## src/design/i2cms_pkg.sv

```systemverilog
// shared types and constants of the i2c master transfer sequencer
// no dependencies; imported by i2cms_byte_ram and the top level
package i2cms_pkg;

    localparam int BYTE_W   = 8;
    localparam int OP_W     = 3;
    localparam int STATUS_W = 4;
    localparam int ACTION_W = 3;
    localparam int ADDR7_W  = 7;
    localparam int LEVEL_W  = 7;

    // request fields inside s_tdata, lowest bit up
    localparam int IN_DATA_W   = 24;
    localparam int IN_BLOCK_LO = 0;
    localparam int IN_BYTE_LO  = 1;
    localparam int IN_LEN_LO   = 9;
    localparam int IN_STAT_LO  = 17;

    // result width inside m_tdata
    localparam int OUT_DATA_W = 40;
    localparam int OUT_USED_W = 34;

    // request opcodes
    localparam logic [OP_W-1:0] OP_LOAD_TX    = 3'd0;
    localparam logic [OP_W-1:0] OP_START_WR   = 3'd1;
    localparam logic [OP_W-1:0] OP_START_RD   = 3'd2;
    localparam logic [OP_W-1:0] OP_BUS_EVENT  = 3'd3;
    localparam logic [OP_W-1:0] OP_STOP       = 3'd4;
    localparam logic [OP_W-1:0] OP_POP_RX     = 3'd5;

    // bus status codes
    localparam logic [STATUS_W-1:0] ST_START      = 4'd0;
    localparam logic [STATUS_W-1:0] ST_REP_START  = 4'd1;
    localparam logic [STATUS_W-1:0] ST_SLAW_ACK   = 4'd2;
    localparam logic [STATUS_W-1:0] ST_SLAW_NACK  = 4'd3;
    localparam logic [STATUS_W-1:0] ST_DATA_ACK   = 4'd4;
    localparam logic [STATUS_W-1:0] ST_DATA_NACK  = 4'd5;
    localparam logic [STATUS_W-1:0] ST_SLAR_ACK   = 4'd7;
    localparam logic [STATUS_W-1:0] ST_SLAR_NACK  = 4'd8;
    localparam logic [STATUS_W-1:0] ST_RX_ACK     = 4'd9;
    localparam logic [STATUS_W-1:0] ST_RX_NACK    = 4'd10;

    // bus actions
    localparam logic [ACTION_W-1:0] ACT_NONE      = 3'd0;
    localparam logic [ACTION_W-1:0] ACT_START     = 3'd1;
    localparam logic [ACTION_W-1:0] ACT_SEND_ADDR = 3'd2;
    localparam logic [ACTION_W-1:0] ACT_SEND_DATA = 3'd3;
    localparam logic [ACTION_W-1:0] ACT_STOP      = 3'd4;
    localparam logic [ACTION_W-1:0] ACT_RX_ACK    = 3'd5;
    localparam logic [ACTION_W-1:0] ACT_RX_NACK   = 3'd6;

    // read/write bit of the address byte
    localparam logic DIR_READ = 1'b1;

    // result fields held between the decode stage and the output stage
    typedef struct packed {
        logic [ACTION_W-1:0] action;
        logic [BYTE_W-1:0]   bus_byte;
        logic                sel_tx_data;
        logic                sel_rx_data;
        logic                dropped;
        logic                tx_busy;
        logic                rx_busy;
        logic [LEVEL_W-1:0]  rx_level;
        logic [LEVEL_W-1:0]  tx_level;
    } stage_t;

endpackage

```

## src/design/i2c_master_transfer_sequencer_top.sv

```systemverilog
// top level of the i2c master transfer sequencer
// depends on i2cms_pkg and i2cms_byte_ram
//
// Usage: each request on the s_ side carries an opcode in s_tuser (load tx
// byte, start write, start read, bus event, stop, pop rx byte) and its
// arguments in s_tdata. Every request yields exactly one result on the m_
// side: the next bus action in m_tuser, plus bus byte, popped rx byte, the
// drop flag, busy flags and both fifo levels in m_tdata. The slave address
// is written through cfg_wr_en / cfg_wr_data while the block is idle.
// Each accepted request is registered in the middle stage, then in the output
// register that drives m_tvalid. Throughput: one request per cycle unless
// m_tready stalls the output. The transmit and receive bytes live in two
// single-port-read memories; a request reads or writes its memory in the decode
// cycle and the read data is picked up when it moves into the output register,
// so both stages overlap across requests. Reset clears pointers, counters and
// busy flags; memory contents stay undefined until written. When m_tready is low
// the output register holds its result, one more request is taken into the
// middle stage, and s_tready then drops until the output drains.
module i2c_master_transfer_sequencer_top #(
    parameter int TX_DEPTH = 64,
    parameter int RX_DEPTH = 64
) (
    input  logic                              clk,
    input  logic                              rst_n,
    // slave address register
    input  logic                              cfg_wr_en,
    input  logic [i2cms_pkg::ADDR7_W-1:0]     cfg_wr_data,
    // request channel
    input  logic                              s_tvalid,
    output logic                              s_tready,
    // block_start[0], load_byte[8:1], rx_length[16:9], bus_status[20:17]
    input  logic [i2cms_pkg::IN_DATA_W-1:0]   s_tdata,
    // opcode[2:0]
    input  logic [i2cms_pkg::OP_W-1:0]        s_tuser,
    // result channel
    output logic                              m_tvalid,
    input  logic                              m_tready,
    // bus_byte[7:0], rx_byte[15:8], rx_byte_valid[16], write_dropped[17],
    // tx_busy[18], rx_busy[19], rx_level[26:20], tx_level[33:27]
    output logic [i2cms_pkg::OUT_DATA_W-1:0]  m_tdata,
    // bus_action[2:0]
    output logic [i2cms_pkg::ACTION_W-1:0]    m_tuser
);
    import i2cms_pkg::*;

    localparam int TX_CNT_W  = $clog2(TX_DEPTH + 1);
    localparam int RX_CNT_W  = $clog2(RX_DEPTH + 1);
    localparam int TX_ADDR_W = (TX_DEPTH > 1) ? $clog2(TX_DEPTH) : 1;
    localparam int RX_ADDR_W = (RX_DEPTH > 1) ? $clog2(RX_DEPTH) : 1;
    localparam logic [TX_CNT_W-1:0] TX_FULL = TX_CNT_W'(TX_DEPTH);
    localparam logic [RX_CNT_W-1:0] RX_FULL = RX_CNT_W'(RX_DEPTH);

    // request fields
    logic                in_block;
    logic [BYTE_W-1:0]   in_byte;
    logic [BYTE_W-1:0]   in_len;
    logic [STATUS_W-1:0] in_status;
    logic                in_accept;

    // control state
    logic [ADDR7_W-1:0]  target_addr_reg;
    logic [TX_CNT_W-1:0] tx_wr_ptr_reg, tx_wr_ptr_next;
    logic [TX_CNT_W-1:0] tx_rd_ptr_reg, tx_rd_ptr_next;
    logic [RX_CNT_W-1:0] rx_wr_ptr_reg, rx_wr_ptr_next;
    logic [RX_CNT_W-1:0] rx_rd_ptr_reg, rx_rd_ptr_next;
    logic [BYTE_W-1:0]   acks_left_reg, acks_left_next;
    logic                read_dir_reg, read_dir_next;
    logic                tx_active_reg, tx_active_next;
    logic                rx_active_reg, rx_active_next;
    logic [TX_CNT_W-1:0] tx_fill_base;
    logic [TX_CNT_W-1:0] tx_diff;
    logic [RX_CNT_W-1:0] rx_diff;

    // memory ports
    logic                 tx_wr_en, tx_rd_en, rx_wr_en, rx_rd_en;
    logic [TX_ADDR_W-1:0] tx_wr_addr, tx_rd_addr;
    logic [RX_ADDR_W-1:0] rx_wr_addr, rx_rd_addr;
    logic [BYTE_W-1:0]    tx_rd_data, rx_rd_data;

    // pipeline
    stage_t              s1;
    stage_t              s2_reg;
    logic                s2_valid_reg;
    logic                s2_move;
    logic                out_valid_reg;
    logic [OUT_DATA_W-1:0] out_data_reg;
    logic [ACTION_W-1:0] out_action_reg;
    logic [BYTE_W-1:0]   s2_bus_byte;
    logic [BYTE_W-1:0]   s2_rx_byte;

    assign in_block  = s_tdata[IN_BLOCK_LO];
    assign in_byte   = s_tdata[IN_BYTE_LO +: BYTE_W];
    assign in_len    = s_tdata[IN_LEN_LO +: BYTE_W];
    assign in_status = s_tdata[IN_STAT_LO +: STATUS_W];

    // handshake: the middle stage takes a request when it is empty or moving on
    assign s2_move   = s2_valid_reg && (!out_valid_reg || m_tready);
    assign s_tready  = !s2_valid_reg || s2_move;
    assign in_accept = s_tvalid && s_tready;

    // fill base of a load, emptied first on block start
    assign tx_fill_base = in_block ? '0 : tx_wr_ptr_reg;

    // decode: state update, memory access and result fields
    always_comb
    begin
        tx_wr_ptr_next = tx_wr_ptr_reg;
        tx_rd_ptr_next = tx_rd_ptr_reg;
        rx_wr_ptr_next = rx_wr_ptr_reg;
        rx_rd_ptr_next = rx_rd_ptr_reg;
        acks_left_next = acks_left_reg;
        read_dir_next  = read_dir_reg;
        tx_active_next = tx_active_reg;
        rx_active_next = rx_active_reg;
        tx_wr_en       = 1'b0;
        tx_rd_en       = 1'b0;
        rx_wr_en       = 1'b0;
        rx_rd_en       = 1'b0;
        tx_wr_addr     = tx_fill_base[TX_ADDR_W-1:0];
        tx_rd_addr     = tx_rd_ptr_reg[TX_ADDR_W-1:0];
        rx_wr_addr     = rx_wr_ptr_reg[RX_ADDR_W-1:0];
        rx_rd_addr     = rx_rd_ptr_reg[RX_ADDR_W-1:0];
        s1             = '0;
        s1.action      = ACT_NONE;
        if (in_accept)
        begin
            unique case (s_tuser)
                OP_LOAD_TX:
                begin
                    if (in_block)
                    begin
                        tx_rd_ptr_next = '0;
                    end
                    if (tx_fill_base < TX_FULL)
                    begin
                        tx_wr_en       = 1'b1;
                        tx_wr_ptr_next = tx_fill_base + 1'b1;
                    end
                    else
                    begin
                        tx_wr_ptr_next = tx_fill_base;
                        s1.dropped     = 1'b1;
                    end
                end
                OP_START_WR:
                begin
                    read_dir_next  = 1'b0;
                    tx_active_next = 1'b1;
                    tx_rd_ptr_next = '0;
                    s1.action      = ACT_START;
                end
                OP_START_RD:
                begin
                    read_dir_next  = DIR_READ;
                    acks_left_next = in_len;
                    rx_wr_ptr_next = '0;
                    rx_rd_ptr_next = '0;
                    rx_active_next = 1'b1;
                    s1.action      = ACT_START;
                end
                OP_BUS_EVENT:
                begin
                    unique case (in_status)
                        ST_START, ST_REP_START:
                        begin
                            s1.action   = ACT_SEND_ADDR;
                            s1.bus_byte = {target_addr_reg, read_dir_reg};
                        end
                        ST_SLAW_ACK, ST_DATA_ACK:
                        begin
                            if (tx_rd_ptr_reg < tx_wr_ptr_reg)
                            begin
                                tx_rd_en       = 1'b1;
                                tx_rd_ptr_next = tx_rd_ptr_reg + 1'b1;
                                s1.action      = ACT_SEND_DATA;
                                s1.sel_tx_data = 1'b1;
                            end
                            else
                            begin
                                s1.action      = ACT_STOP;
                                tx_active_next = 1'b0;
                            end
                        end
                        ST_RX_ACK, ST_SLAR_ACK:
                        begin
                            // store the acked byte when there is room
                            if (in_status == ST_RX_ACK && rx_wr_ptr_reg < RX_FULL)
                            begin
                                rx_wr_en       = 1'b1;
                                rx_wr_ptr_next = rx_wr_ptr_reg + 1'b1;
                            end
                            if (acks_left_reg != '0)
                            begin
                                s1.action      = ACT_RX_ACK;
                                acks_left_next = acks_left_reg - 1'b1;
                            end
                            else
                            begin
                                s1.action      = ACT_RX_NACK;
                                rx_active_next = 1'b0;
                            end
                        end
                        ST_SLAW_NACK, ST_DATA_NACK, ST_SLAR_NACK, ST_RX_NACK:
                        begin
                            s1.action      = ACT_STOP;
                            tx_active_next = 1'b0;
                            rx_active_next = 1'b0;
                        end
                        default:
                        begin
                            s1.action = ACT_NONE;
                        end
                    endcase
                end
                OP_STOP:
                begin
                    s1.action      = ACT_STOP;
                    tx_active_next = 1'b0;
                    rx_active_next = 1'b0;
                end
                OP_POP_RX:
                begin
                    if (rx_rd_ptr_reg < rx_wr_ptr_reg)
                    begin
                        rx_rd_en       = 1'b1;
                        rx_rd_ptr_next = rx_rd_ptr_reg + 1'b1;
                        s1.sel_rx_data = 1'b1;
                    end
                end
                default:
                begin
                    s1.action = ACT_NONE;
                end
            endcase
        end
        s1.tx_busy  = tx_active_next;
        s1.rx_busy  = rx_active_next;
        s1.tx_level = LEVEL_W'(tx_diff);
        s1.rx_level = LEVEL_W'(rx_diff);
    end

    // levels after the request
    assign tx_diff = tx_wr_ptr_next - tx_rd_ptr_next;
    assign rx_diff = rx_wr_ptr_next - rx_rd_ptr_next;

    // control registers
    always_ff @(posedge clk or negedge rst_n)
    begin
        if (!rst_n)
        begin
            target_addr_reg <= '0;
            tx_wr_ptr_reg   <= '0;
            tx_rd_ptr_reg   <= '0;
            rx_wr_ptr_reg   <= '0;
            rx_rd_ptr_reg   <= '0;
            acks_left_reg   <= '0;
            read_dir_reg    <= 1'b0;
            tx_active_reg   <= 1'b0;
            rx_active_reg   <= 1'b0;
        end
        else
        begin
            if (cfg_wr_en)
            begin
                target_addr_reg <= cfg_wr_data;
            end
            tx_wr_ptr_reg <= tx_wr_ptr_next;
            tx_rd_ptr_reg <= tx_rd_ptr_next;
            rx_wr_ptr_reg <= rx_wr_ptr_next;
            rx_rd_ptr_reg <= rx_rd_ptr_next;
            acks_left_reg <= acks_left_next;
            read_dir_reg  <= read_dir_next;
            tx_active_reg <= tx_active_next;
            rx_active_reg <= rx_active_next;
        end
    end

    // byte stores
    i2cms_byte_ram #(
        .DEPTH  (TX_DEPTH),
        .ADDR_W (TX_ADDR_W)
    ) u_tx_ram (
        .clk     (clk),
        .wr_en   (tx_wr_en),
        .wr_addr (tx_wr_addr),
        .wr_data (in_byte),
        .rd_en   (tx_rd_en),
        .rd_addr (tx_rd_addr),
        .rd_data (tx_rd_data)
    );

    i2cms_byte_ram #(
        .DEPTH  (RX_DEPTH),
        .ADDR_W (RX_ADDR_W)
    ) u_rx_ram (
        .clk     (clk),
        .wr_en   (rx_wr_en),
        .wr_addr (rx_wr_addr),
        .wr_data (in_byte),
        .rd_en   (rx_rd_en),
        .rd_addr (rx_rd_addr),
        .rd_data (rx_rd_data)
    );

    // middle stage valid
    always_ff @(posedge clk or negedge rst_n)
    begin
        if (!rst_n)
        begin
            s2_valid_reg <= 1'b0;
        end
        else if (s_tready)
        begin
            s2_valid_reg <= s_tvalid;
        end
    end

    // middle stage payload
    always_ff @(posedge clk)
    begin
        if (in_accept)
        begin
            s2_reg <= s1;
        end
    end

    // merge memory read data into the result
    assign s2_bus_byte = s2_reg.sel_tx_data ? tx_rd_data : s2_reg.bus_byte;
    assign s2_rx_byte  = s2_reg.sel_rx_data ? rx_rd_data : '0;

    // output register valid
    always_ff @(posedge clk or negedge rst_n)
    begin
        if (!rst_n)
        begin
            out_valid_reg <= 1'b0;
        end
        else if (!out_valid_reg || m_tready)
        begin
            out_valid_reg <= s2_valid_reg;
        end
    end

    // output register payload
    always_ff @(posedge clk)
    begin
        if (s2_move)
        begin
            out_action_reg <= s2_reg.action;
            out_data_reg   <= {
                (OUT_DATA_W - OUT_USED_W)'(0),
                s2_reg.tx_level,
                s2_reg.rx_level,
                s2_reg.rx_busy,
                s2_reg.tx_busy,
                s2_reg.dropped,
                s2_reg.sel_rx_data,
                s2_rx_byte,
                s2_bus_byte
            };
        end
    end

    assign m_tvalid = out_valid_reg;
    assign m_tdata  = out_data_reg;
    assign m_tuser  = out_action_reg;

    // read pointers never pass write pointers, write pointers stay in range
    assert property (@(posedge clk) disable iff (!rst_n)
        (tx_rd_ptr_reg <= tx_wr_ptr_reg) && (tx_wr_ptr_reg <= TX_FULL))
        else $error("tx pointers out of order");

    assert property (@(posedge clk) disable iff (!rst_n)
        (rx_rd_ptr_reg <= rx_wr_ptr_reg) && (rx_wr_ptr_reg <= RX_FULL))
        else $error("rx pointers out of order");

    // a stalled middle stage must keep its memory read data
    assert property (@(posedge clk) disable iff (!rst_n)
        (s2_valid_reg && !s2_move) |-> (!tx_rd_en && !rx_rd_en))
        else $error("memory read while middle stage stalled");

    // a memory read result is always picked up by the next stage
    assert property (@(posedge clk) disable iff (!rst_n)
        (tx_rd_en || rx_rd_en) |=> s2_valid_reg)
        else $error("memory read without a request in the middle stage");

endmodule

```

## src/design/i2cms_byte_ram.sv

```systemverilog
// byte-wide synchronous memory, one write and one read port, registered read
// depends on i2cms_pkg for the byte width
module i2cms_byte_ram #(
    parameter int DEPTH  = 64,
    parameter int ADDR_W = 6
) (
    input  logic                         clk,
    input  logic                         wr_en,
    input  logic [ADDR_W-1:0]            wr_addr,
    input  logic [i2cms_pkg::BYTE_W-1:0] wr_data,
    input  logic                         rd_en,
    input  logic [ADDR_W-1:0]            rd_addr,
    output logic [i2cms_pkg::BYTE_W-1:0] rd_data
);
    import i2cms_pkg::*;

    logic [BYTE_W-1:0] mem [DEPTH];

    // write port
    always_ff @(posedge clk)
    begin
        if (wr_en)
        begin
            mem[wr_addr] <= wr_data;
        end
    end

    // read port, data holds until the next read
    always_ff @(posedge clk)
    begin
        if (rd_en)
        begin
            rd_data <= mem[rd_addr];
        end
    end

endmodule

```

## config.mk

```make
export PLATFORM = sky130hd
export DESIGN_NAME = i2c_master_transfer_sequencer_top
export DESIGN_NICKNAME = d
export VERILOG_FILES = /design/src/design/i2cms_pkg.sv /design/src/design/i2c_master_transfer_sequencer_top.sv /design/src/design/i2cms_byte_ram.sv
export SDC_FILE = /design/constraint.sdc
export NUM_CORES = 1
export LEC_CHECK = 0
export ABC_AREA = 1
export BUFFER_PORTS_ARGS = -buffer_cell sky130_fd_sc_hd__buf_2
export CORE_MARGIN = 5
export CORE_UTILIZATION = 40
export CTS_CLUSTER_SIZE = 16
export DETAILED_ROUTE_END_ITERATION = 7
export PLACE_DENSITY = 0.62
export SYNTH_ARGS = -nofsm -noshare
export SYNTH_HDL_FRONTEND = slang
export SYNTH_SLANG_ARGS = --single-unit
```

## constraint.sdc

```tcl
create_clock -name clk -period 10.61 [get_ports clk]
set_input_delay 2.6525 -clock clk [delete_from_list [all_inputs] [get_ports clk]]
set_output_delay 2.6525 -clock clk [all_outputs]
set_load 0.05 [all_outputs]
```

# Word-level counts from Yosys, hierarchy flattened
# Memories as Yosys holds them, arrays and structs flattened. A register that Yosys moved wholly into a read port is not among the register bits.
# Index checks and enable logic that the tools add are counted.
# totals
regBits	115
latchBits	0
mem_bits_rw	1024
mem_bits_ro	0
input_bits	39
out_inout_bits	45
wordCells	124
mem_count	2
# mem_list
name	depth	word_bits	rd	rd_ports_with_merged_regs	wr	line_no	rtl
u_rx_ram.mem	64	8	1	1	1	i2cms_byte_ram.sv:17	logic [BYTE_W-1:0] mem [DEPTH];
u_tx_ram.mem	64	8	1	1	1	i2cms_byte_ram.sv:17	
# op_classes
n_addsub	7
n_mul	0
n_div	0
order_cmp	4
n_eq_ne	16
n_shift	0
mux	52
n_bitwise	0
n_reduce_logical	20
# ops
cell	count
$mux 7	13
$add 7x1->7 const B	4
$pmux 7 s2	2
$mux 8	3
$mux 1	23
$pmux 7 s3	1
$pmux 8 s2	1
$lt 7x7->1	2
$lt 7x7->1 const B	2
$sub 7x7->7	2
$eq 4x3->1 const B	3
$eq 4x4->1 const B	3
$pmux 3 s4	1
$pmux 3 s3	1
$eq 4x2->1 const B	2
$reduce_bool 8->1	1
$reduce_or 2->1	4
$sub 8x1->8 const B	1
$eq 3x2->1 const B	2
$eq 3x3->1 const B	2
$pmux 1 s2	3
$pmux 1 s3	2
$eq 4x1->1 const B	1
$logic_not 4->1	1
other kinds (13)	19

# Depth between registers and ports, before layout
# Gate-level depths: netlist of the first run.
# depth
depth_word	8
mapped_depth	23
ltp_nobuf	23

# Cells and area by module
# A second synthesis of the first run with hierarchy kept.
# hier_totals
cells_unflattened	4242
area_unflattened_um2	48916.9
# by_module_without_submodules
mod	instances	cells_per_inst	area_per_inst_um2	seq_area_each_um2
i2cms_byte_ram	2	1805	21419.3	15615.0
i2c_master_transfer_sequencer_top	1	632	6078.3	3213.1

# Least setup slack after synthesis of the first run
# Ideal clock, no wire load.
# synth_path
path_type	input port to flip-flop
startpoint	input m_tready
endpoint	register s2_reg[13] in the netlist's numbering (data pin)
setup_ps	261
arrival_time_ps	6055
t_required_ps	10349
path_slack_ps	4294
path_stages	17
path_buffers	1
path_cell_list	inv_1 > nand3_1 > nand2_2 > inv_1 > clkbuf_1 > o211ai_1 > o21ai_0 > ha_1 > inv_1 > fa_1 > nand3_1 > nand2_1 > nand2_1 > nand2_1 > a21oi_1 > xnor2_1 > xor2_1
# synth_via
elab_chain_cells	6
word_cells_on_any_way	7
classes_between	add/sub (1); mux (2); reduce/logical (4)
# synth_rtl
element	line_no	rtl
from (decl)	i2c_master_transfer_sequencer_top.sv:37	input logic m_tready,
$logic_or 1x1->1 (*)	i2c_master_transfer_sequencer_top.sv:97	assign s2_move = s2_valid_reg && (!out_valid_reg || m_tready);
$logic_and 1x1->1 (*)	i2c_master_transfer_sequencer_top.sv:97	
$logic_or 1x1->1 (*)	i2c_master_transfer_sequencer_top.sv:98	assign s_tready = !s2_valid_reg || s2_move;
net s_tready	i2c_master_transfer_sequencer_top.sv:30	output logic s_tready,
$logic_and 1x1->1 (*)	i2c_master_transfer_sequencer_top.sv:99	assign in_accept = s_tvalid && s_tready;
net in_accept	i2c_master_transfer_sequencer_top.sv:58	logic in_accept;
$mux 7	i2c_master_transfer_sequencer_top.sv:125	if (in_accept)
$sub 7x7->7 (*)	i2c_master_transfer_sequencer_top.sv:244	assign rx_diff = rx_wr_ptr_next - rx_rd_ptr_next;
net rx_diff[6]	i2c_master_transfer_sequencer_top.sv:72	logic [RX_CNT_W-1:0] rx_diff;
to (signal assigned)	i2c_master_transfer_sequencer_top.sv:323	s2_reg <= s1;
to (decl)	i2c_master_transfer_sequencer_top.sv:82	stage_t s2_reg;
# The timed path passes the listed nets; every way through them passes the cells marked *.
# A chain may end at the register's enable or synchronous reset.

==> results of run 1 <==
worst min path at each step:
| stage | start | to | cells after the start |
|---|---|---|---|
| finish | s2_reg[11] | m_tdata[24] | 0 |
| global route | s2_reg[16] | m_tdata[17] | 0 |
| CTS | s2_reg[5] | m_tdata[32] | 0 |
| detailed placement | s2_reg[14] | m_tdata[19] | 0 |
| global placement | s2_reg[5] | m_tdata[32] | 0 |
| floorplan | s2_reg[16] | m_tdata[17] | 0 |
worst reg2reg max path: stages (launching register included):
cell and delay, ns:
dfrtp_4 0.82, buf_4 0.71, ha_1 0.37, nand3_1 0.08, nand2_1 0.06, nand4_1 0.07
nand2_1 0.13, nor2_1 0.59, inv_1 0.12, o21ai_0 0.10, o21ai_0 0.23, fa_1 0.51
nand3_1 0.09, nand2_1 0.10, nand2_1 0.07, nand2_1 0.04, a21oi_1 0.14, xnor2_1 0.10
xor2_1 0.16
synthesized netlist by cell type, types with 2 or more instances:
master / n / area share, %
a21oi_1: 30 / 0.32
a31oi_1: 3 / 0.040
a32o_1: 2 / 0.043
buf_1: 11 / 0.088
buf_2: 47 / 0.50
buf_4: 8 / 0.13
clkbuf_1: 165 / 1.3
clkinv_1: 6 / 0.048
dfrtp_1: 48 / 2.6
edfxtp_1: 1107 / 71
fa_1: 2 / 0.086
ha_1: 28 / 0.75
inv_1: 113 / 0.91
inv_2: 9 / 0.072
mux2_2: 8 / 0.19
nand2_1: 169 / 1.4
nand2_2: 5 / 0.067
nand3_1: 144 / 1.5
nand4_1: 12 / 0.16
nor2_1: 737 / 5.9
nor2_2: 6 / 0.080
nor2_4: 3 / 0.072
nor3_1: 16 / 0.17
nor4_1: 8 / 0.11
o211ai_1: 52 / 0.83
o21a_1: 2 / 0.032
o21ai_0: 596 / 6.4
o21ai_1: 17 / 0.18
o221ai_1: 144 / 2.7
o22ai_1: 117 / 1.6
o31ai_1: 2 / 0.032
or2_2: 2 / 0.027
xnor2_1: 3 / 0.056
xor2_1: 13 / 0.24
layout make-up:
class	count	share of cell area, %
well taps	1524	3.68
repair buffers	115	1.35
inverters	129	0.958
clock buffers	129	5.48
diodes	2	0.00965
multi-input cells	2138	21.0
flip-flops and latches	1155	66.4
clock inverters	65	1.06
cell families after synthesis:
| kind of cell | count (synthesis) | share of synthesized area (%) |
|---|---|---|
| flip-flops | 1155 | 73.7 |
| multiplexers | 8 | 0.193 |
| adder cells (fa/ha/maj) | 30 | 0.835 |
| other | 1 | 0.00802 |
| XOR/XNOR | 16 | 0.300 |
| AND/OR/NAND/NOR | 1105 | 9.57 |
| AO/OA/AOI/OAI | 973 | 12.3 |
| buffers and inverters | 361 | 3.11 |
cells in the final DEF, fill, tap and decap left out, drive strengths merged, types with 3 or more instances in the layout:
cell type  synthesis  routed
a21oi             32      32
mux2               8       8
nand4             12      12
o21ai            614     614
nor3              17      17
conb               1       6
clkbuf           165     129
nor2             746     746
a31oi              3       3
nand3            144     144
o221ai           144     144
bufinv             0       6
clkinv             7      61
nor4               8       8
buf               67     115
edfxtp          1107    1107
clkinvlp           0       4
nand2            175     175
ha                28      28
o22ai            118     118
dfrtp             48      48
xor2              13      13
o211ai            52      52
inv              122     123
xnor2              3       3
power groups by stage:
stage	registers (W)	logic [W]	clock network, W
floorplan	0.00533	0.00151	0
global placement	0.00537	0.00222	0
detailed placement	0.00537	0.00224	0
CTS	0.00528	0.00225	0.00377
global route	0.00529	0.00249	0.00397
finish	0.00528	0.00226	0.00373
stage by stage:
stage                     area [sq um]  setup WS (ns)  utilization (%)  total power (W)
final                            51900           4.48             44.6           0.0113
after global placement           48500           3.78             41.7          0.00759
after detailed placement         48500           3.75             41.7          0.00762
after global routing             51900           4.05             44.6           0.0118
after CTS                        51900           4.46             44.6           0.0113
after floorplan                  46800           4.29                -          0.00684
routing by layer:
layer / share of wire [%] / wire length, um
met4: 2.4 / 2810
met5: 0 / 0
met2: 45 / 52600
met1: 44 / 51300
met3: 8.7 / 10100
==> results.tsv, run 1 <==
stage	metric	value	unit
outcome	status	complete, no violations	
finish	multi_input_area	10900	sq um
global_routing	grt_max_degree	106	
power_and_ir_drop	intPower	0.00779	W
floorplanning	die_h	352	um
placed_design	gp_congestion	0.839	
placed_design	portBuffers	74	
setup_path	start_kind	primary input	
route	vias_per_cell	5.60	
global_routing	grt_pass1_wl	174	mm
sta	tightestPinTransition	1.19	ns
clock_network	cts_resized	0	
floorplanning	start_util	40.2	%
power_and_ir_drop	pwr-share-comb	20.1	%
clock_network	hold_buffers	0	
sta	finalSetupViolCount	0	
setup_path	path_buf_inv	7	
sta	timing.fmax	0.163	GHz
sta	slew_headroom	19.7	%
finish	nFillCells	10400	
floorplanning	io_pins	84	
setup_path	critPathKind	in2reg	
yosys	synthDistinctLibCells	48	
sta	tns	0	ns
global_routing	global_route.usage.met3	4.52	%
setup_path	reg2reg_depth	18	
power_and_ir_drop	powerDensity	217	nW/um^2
finish	drive_gt1_share	8.74	%
clock_network	htree_levels	3	
clock_network	cts_root_buf	clkbuf_16	
global_routing	grt_pass1_vias	27900	
setup_path	critPathSlowestCell	nor2_1	
setup_path	path_cells	buf_2, inv_1, nor2_1, inv_1, nor2_4, inv_2, nor2_2, inv_2, nor2_1, nor2_1, a21oi_1, ha_1, inv_1, fa_1, nand3_1, and2_0, inv_1, nand3_1, nand2_1, nand2_1, nand2_1, nand2_1, nand2_1	
floorplanning	die_w	352	um
yosys	ys.warnings.count	0	
route	drt_iter0_markers	2824	
finish	nets	3716	
yosys	yosys_register_bits	1155	
yosys	ys.flop_type	edfxtp_1	
setup_path	slowest_delay	0.71	ns
route	vias	29500	
global_routing	antenna_found_initial	1	
global_routing	overflow	0	
power_and_ir_drop	ir_drop	0.134	mV
setup_path	r2r_end	s2_reg[13]	
sta	timing.final.crit_share	57.8	%
route	finalWirelength	117	mm
yosys	ys_seq_area_share	73.7	%
placed_design	dp_hpwl	66.3	mm
power_and_ir_drop	switching_share	30.8	%
setup_path	reg2reg_from	rx_rd_ptr_reg[1]	
clock_network	clkLatencyLatePin	0.68	ns
setup_path	worstPathRequired	11.05	ns
clock_network	cts_buffer_depth	3	
setup_path	cp.depth	23	
setup_path	worstSetupEndpointType	register	
yosys	syn_avg_cell_area	12.8	sq um
setup_path	endpoint	s2_reg[6]	
setup_path	critPathArrivalTime	6.57	ns
clock_network	clk_pin_slew_worst_paths	0.07	ns
clock_network	cts_inserted_buffers	108	
setup_path	cp_max_fo	19	
sta	rsz0062_at_grt	no	
yosys	synth_area	46800	sq um
global_routing	grt-busiest-layer	met2	
yosys	synthArstFlopShare	4.16	%
power_and_ir_drop	switchingPower	0.00347	W
power_and_ir_drop	p_clk_share	33.1	%
setup_path	r2r_slack	5.89	ns
placed_design	placed_cells	5061	
setup_path	cp_top_family	simple AND/OR/NAND/NOR gates	
power_and_ir_drop	seqPwrFrac	46.9	%
route	drc_errors	0	
yosys	synth-edff-count	1107	
global_routing	grt.total_usage	18.4	%
floorplanning	core_area	116000	sq um
yosys	synthCells	3649	
global_routing	grtUsageMet1	26.1	%
floorplanning	die_area	124000	sq um
finish	fin_cells	5257	
clock_network	clock_sink_count	1155	
finish	regArea	34500	sq um
sta	holdWs	0.413	ns
clock_network	cts_tree	yes	
route	firstDrtPassIters	5	
sta	slew_violations	0	
setup_path	crit_start	s_tuser[1]	
clock_network	postCtsSetupBuffers	0	
route	wl_per_cell	22.2	um
power_and_ir_drop	cellLeakagePower	16.8	nW
sta	skew	0.0252	ns
run	max_cap_violations	0	
global_routing	met2_usage	28.6	%
sta	fin_crit	6.13	ns
sta	hold_viol	0	
finish	area_growth	10.9	%
floorplanning	rows	125	
route	ant_nets	0	
setup_path	cpMostUsedCell	nand2_1	
hold_path	min_path_type	reg2reg	
(Power assumes the default switching activity.)
==> run 2, diff against run 1 <==
==> constraint.sdc (replaced) <==
create_clock -name clk -period 5.72 [get_ports clk]
set_input_delay 1.43 -clock clk [delete_from_list [all_inputs] [get_ports clk]]
set_output_delay 1.43 -clock clk [all_outputs]
set_load 0.05 [all_outputs]
==> results.tsv, run 2 (same netlist as run 1, synthesis figures left out) <==
stage	metric	value	unit
outcome	status	complete, no violations	
clock_network	cts_inserted_buffers	109	
route	drc_errors	0	
route	wl_per_cell	21.9	um
route	drt_iter0_markers	2994	
route	ant_nets	0	
global_routing	overflow	0	
clock_network	clk_pin_slew_worst_paths	0.06	ns
floorplanning	die_h	352	um
power_and_ir_drop	finalPower	0.0211	W
route	vias_per_cell	5.59	
sta	rsz0062_at_grt	no	
placed_design	portBuffers	74	
global_routing	antenna_found_initial	4	
floorplanning	rows	125	
clock_network	cts_resized	0	
power_and_ir_drop	powerDensity	404	nW/um^2
setup_path	r2r_slack	1.78	ns
sta	tns	0	ns
finish	final_common_cell	edfxtp_1	
sta	slew_headroom	27.0	%
clock_network	htree_levels	3	
setup_path	worstPathRequired	6.02	ns
clock_network	cts_root_buf	clkbuf_16	
sta	skew	0.0312	ns
sta	tightestPinTransition	1.10	ns
power_and_ir_drop	intPower	0.0147	W
placed_design	gp_congestion	0.838	
setup_path	start_kind	primary input	
clock_network	cts_buffer_depth	3	
finish	drive_gt1_share	9.17	%
finish	nFillCells	10400	
sta	timing.final.crit_share	75.0	%
setup_path	critPathKind	in2reg	
setup_path	worstSetupEndpointType	register	
finish	final_cell_mix	edfxtp_1, nor2_1, o21ai_0	
floorplanning	die_area	124000	sq um
power_and_ir_drop	pwr-share-comb	20.2	%
power_and_ir_drop	switchingPower	0.00637	W
setup_path	cp_max_fo	15	
sta	slew_violations	0	
power_and_ir_drop	seqPwrFrac	46.0	%
finish	area_growth	11.5	%
sta	finalSetupViolCount	0	
global_routing	grt_pass1_vias	27900	
floorplanning	die_w	352	um
finish	nets	3731	
floorplanning	io_pins	84	
power_and_ir_drop	switching_share	30.2	%
route	vias	29500	
floorplanning	core_area	116000	sq um
setup_path	critPathArrivalTime	4.59	ns
floorplanning	start_util	40.2	%
sta	timing.fmax	0.233	GHz
run	max_cap_violations	0	
sta	hold_viol	0	
clock_network	hold_buffers	0	
placed_design	dp_hpwl	66.8	mm
clock_network	postCtsSetupBuffers	0	
clock_network	clkLatencyLatePin	0.68	ns
global_routing	grt_pass1_wl	173	mm
hold_path	min_path_type	reg2reg	
clock_network	cts_tree	yes	
power_and_ir_drop	p_clk_share	33.7	%
clock_network	clock_sink_count	1155	
global_routing	grt_max_degree	199	
route	firstDrtPassIters	5	
global_routing	grt.total_usage	18.2	%
sta	fin_crit	4.29	ns
route	finalWirelength	115	mm
power_and_ir_drop	ir_drop	0.326	mV
power_and_ir_drop	cellLeakagePower	17.0	nW
## run 2: power by group through the flow
stage | clock network [W] | registers (W) | logic, W
2_1_floorplan | 0 | 0.00989 | 0.00279
3_3_place_gp | 0 | 0.00987 | 0.00419
3_5_place_dp | 0 | 0.00987 | 0.00425
4_1_cts | 0.00723 | 0.00969 | 0.00426
5_1_grt | 0.00758 | 0.00971 | 0.00468
6_report | 0.00711 | 0.00970 | 0.00427
## run 2: stage by stage
step	hold slack (ns)	std cells	utilization [%]	cell area [sq um]	worst slack (ns)
after floorplan	0.400	3654	-	46800	0.627
after global placement	0.401	5075	41.8	48600	0.842
after detailed placement	0.405	5075	41.8	48600	0.804
after CTS	0.419	5277	44.9	52100	1.53
after global routing	0.422	5277	44.9	52100	1.15
final	0.419	5278	44.9	52100	1.43
## run 2: layer usage
layer	track usage (%)	part of all wire [%]
met3	2.50	7.9
met4	5.28	2.3
met1	26.4	44
met5	0	0
met2	28.8	46
## run 2: cell type report
cell class	count	area [sq um]	area share (%)
repair buffers	129	841	1.61
multi-input cells	2138	10900	20.9
well taps	1524	1910	3.66
inverters	129	497	0.953
clock inverters	62	554	1.06
diodes	1	2.50	0.00480
flip-flops and latches	1155	34500	66.1
clock buffers	140	2960	5.68
## run 2: final timing paths
| path | to | startpoint | depth (start not counted) |
|---|---|---|---|
| max | u_tx_ram.mem[18][0] | m_tready | 11 |
| min | m_tdata[30] | s2_reg[3] | 0 |
| max reg2reg | s2_reg[13] | rx_wr_ptr_reg[2] | 19 |
| min reg2reg | m_tdata[30] | s2_reg[3] | 0 |
| max in group asynchronous | tx_rd_ptr_reg[1] | rst_n | 2 |
| min in group asynchronous | m_tvalid | rst_n | 1 |
## run 2: critical path, cell delays in order
cell and delay [ns]:
buf_2 0.08, inv_1 0.07, nand3_1 0.13, nand2_2 0.27, nor2_2 0.47, inv_1 0.13, nor2_2 0.24, inv_1 0.09
nor2_1 0.24, nand2_1 0.58, nor2_1 0.83
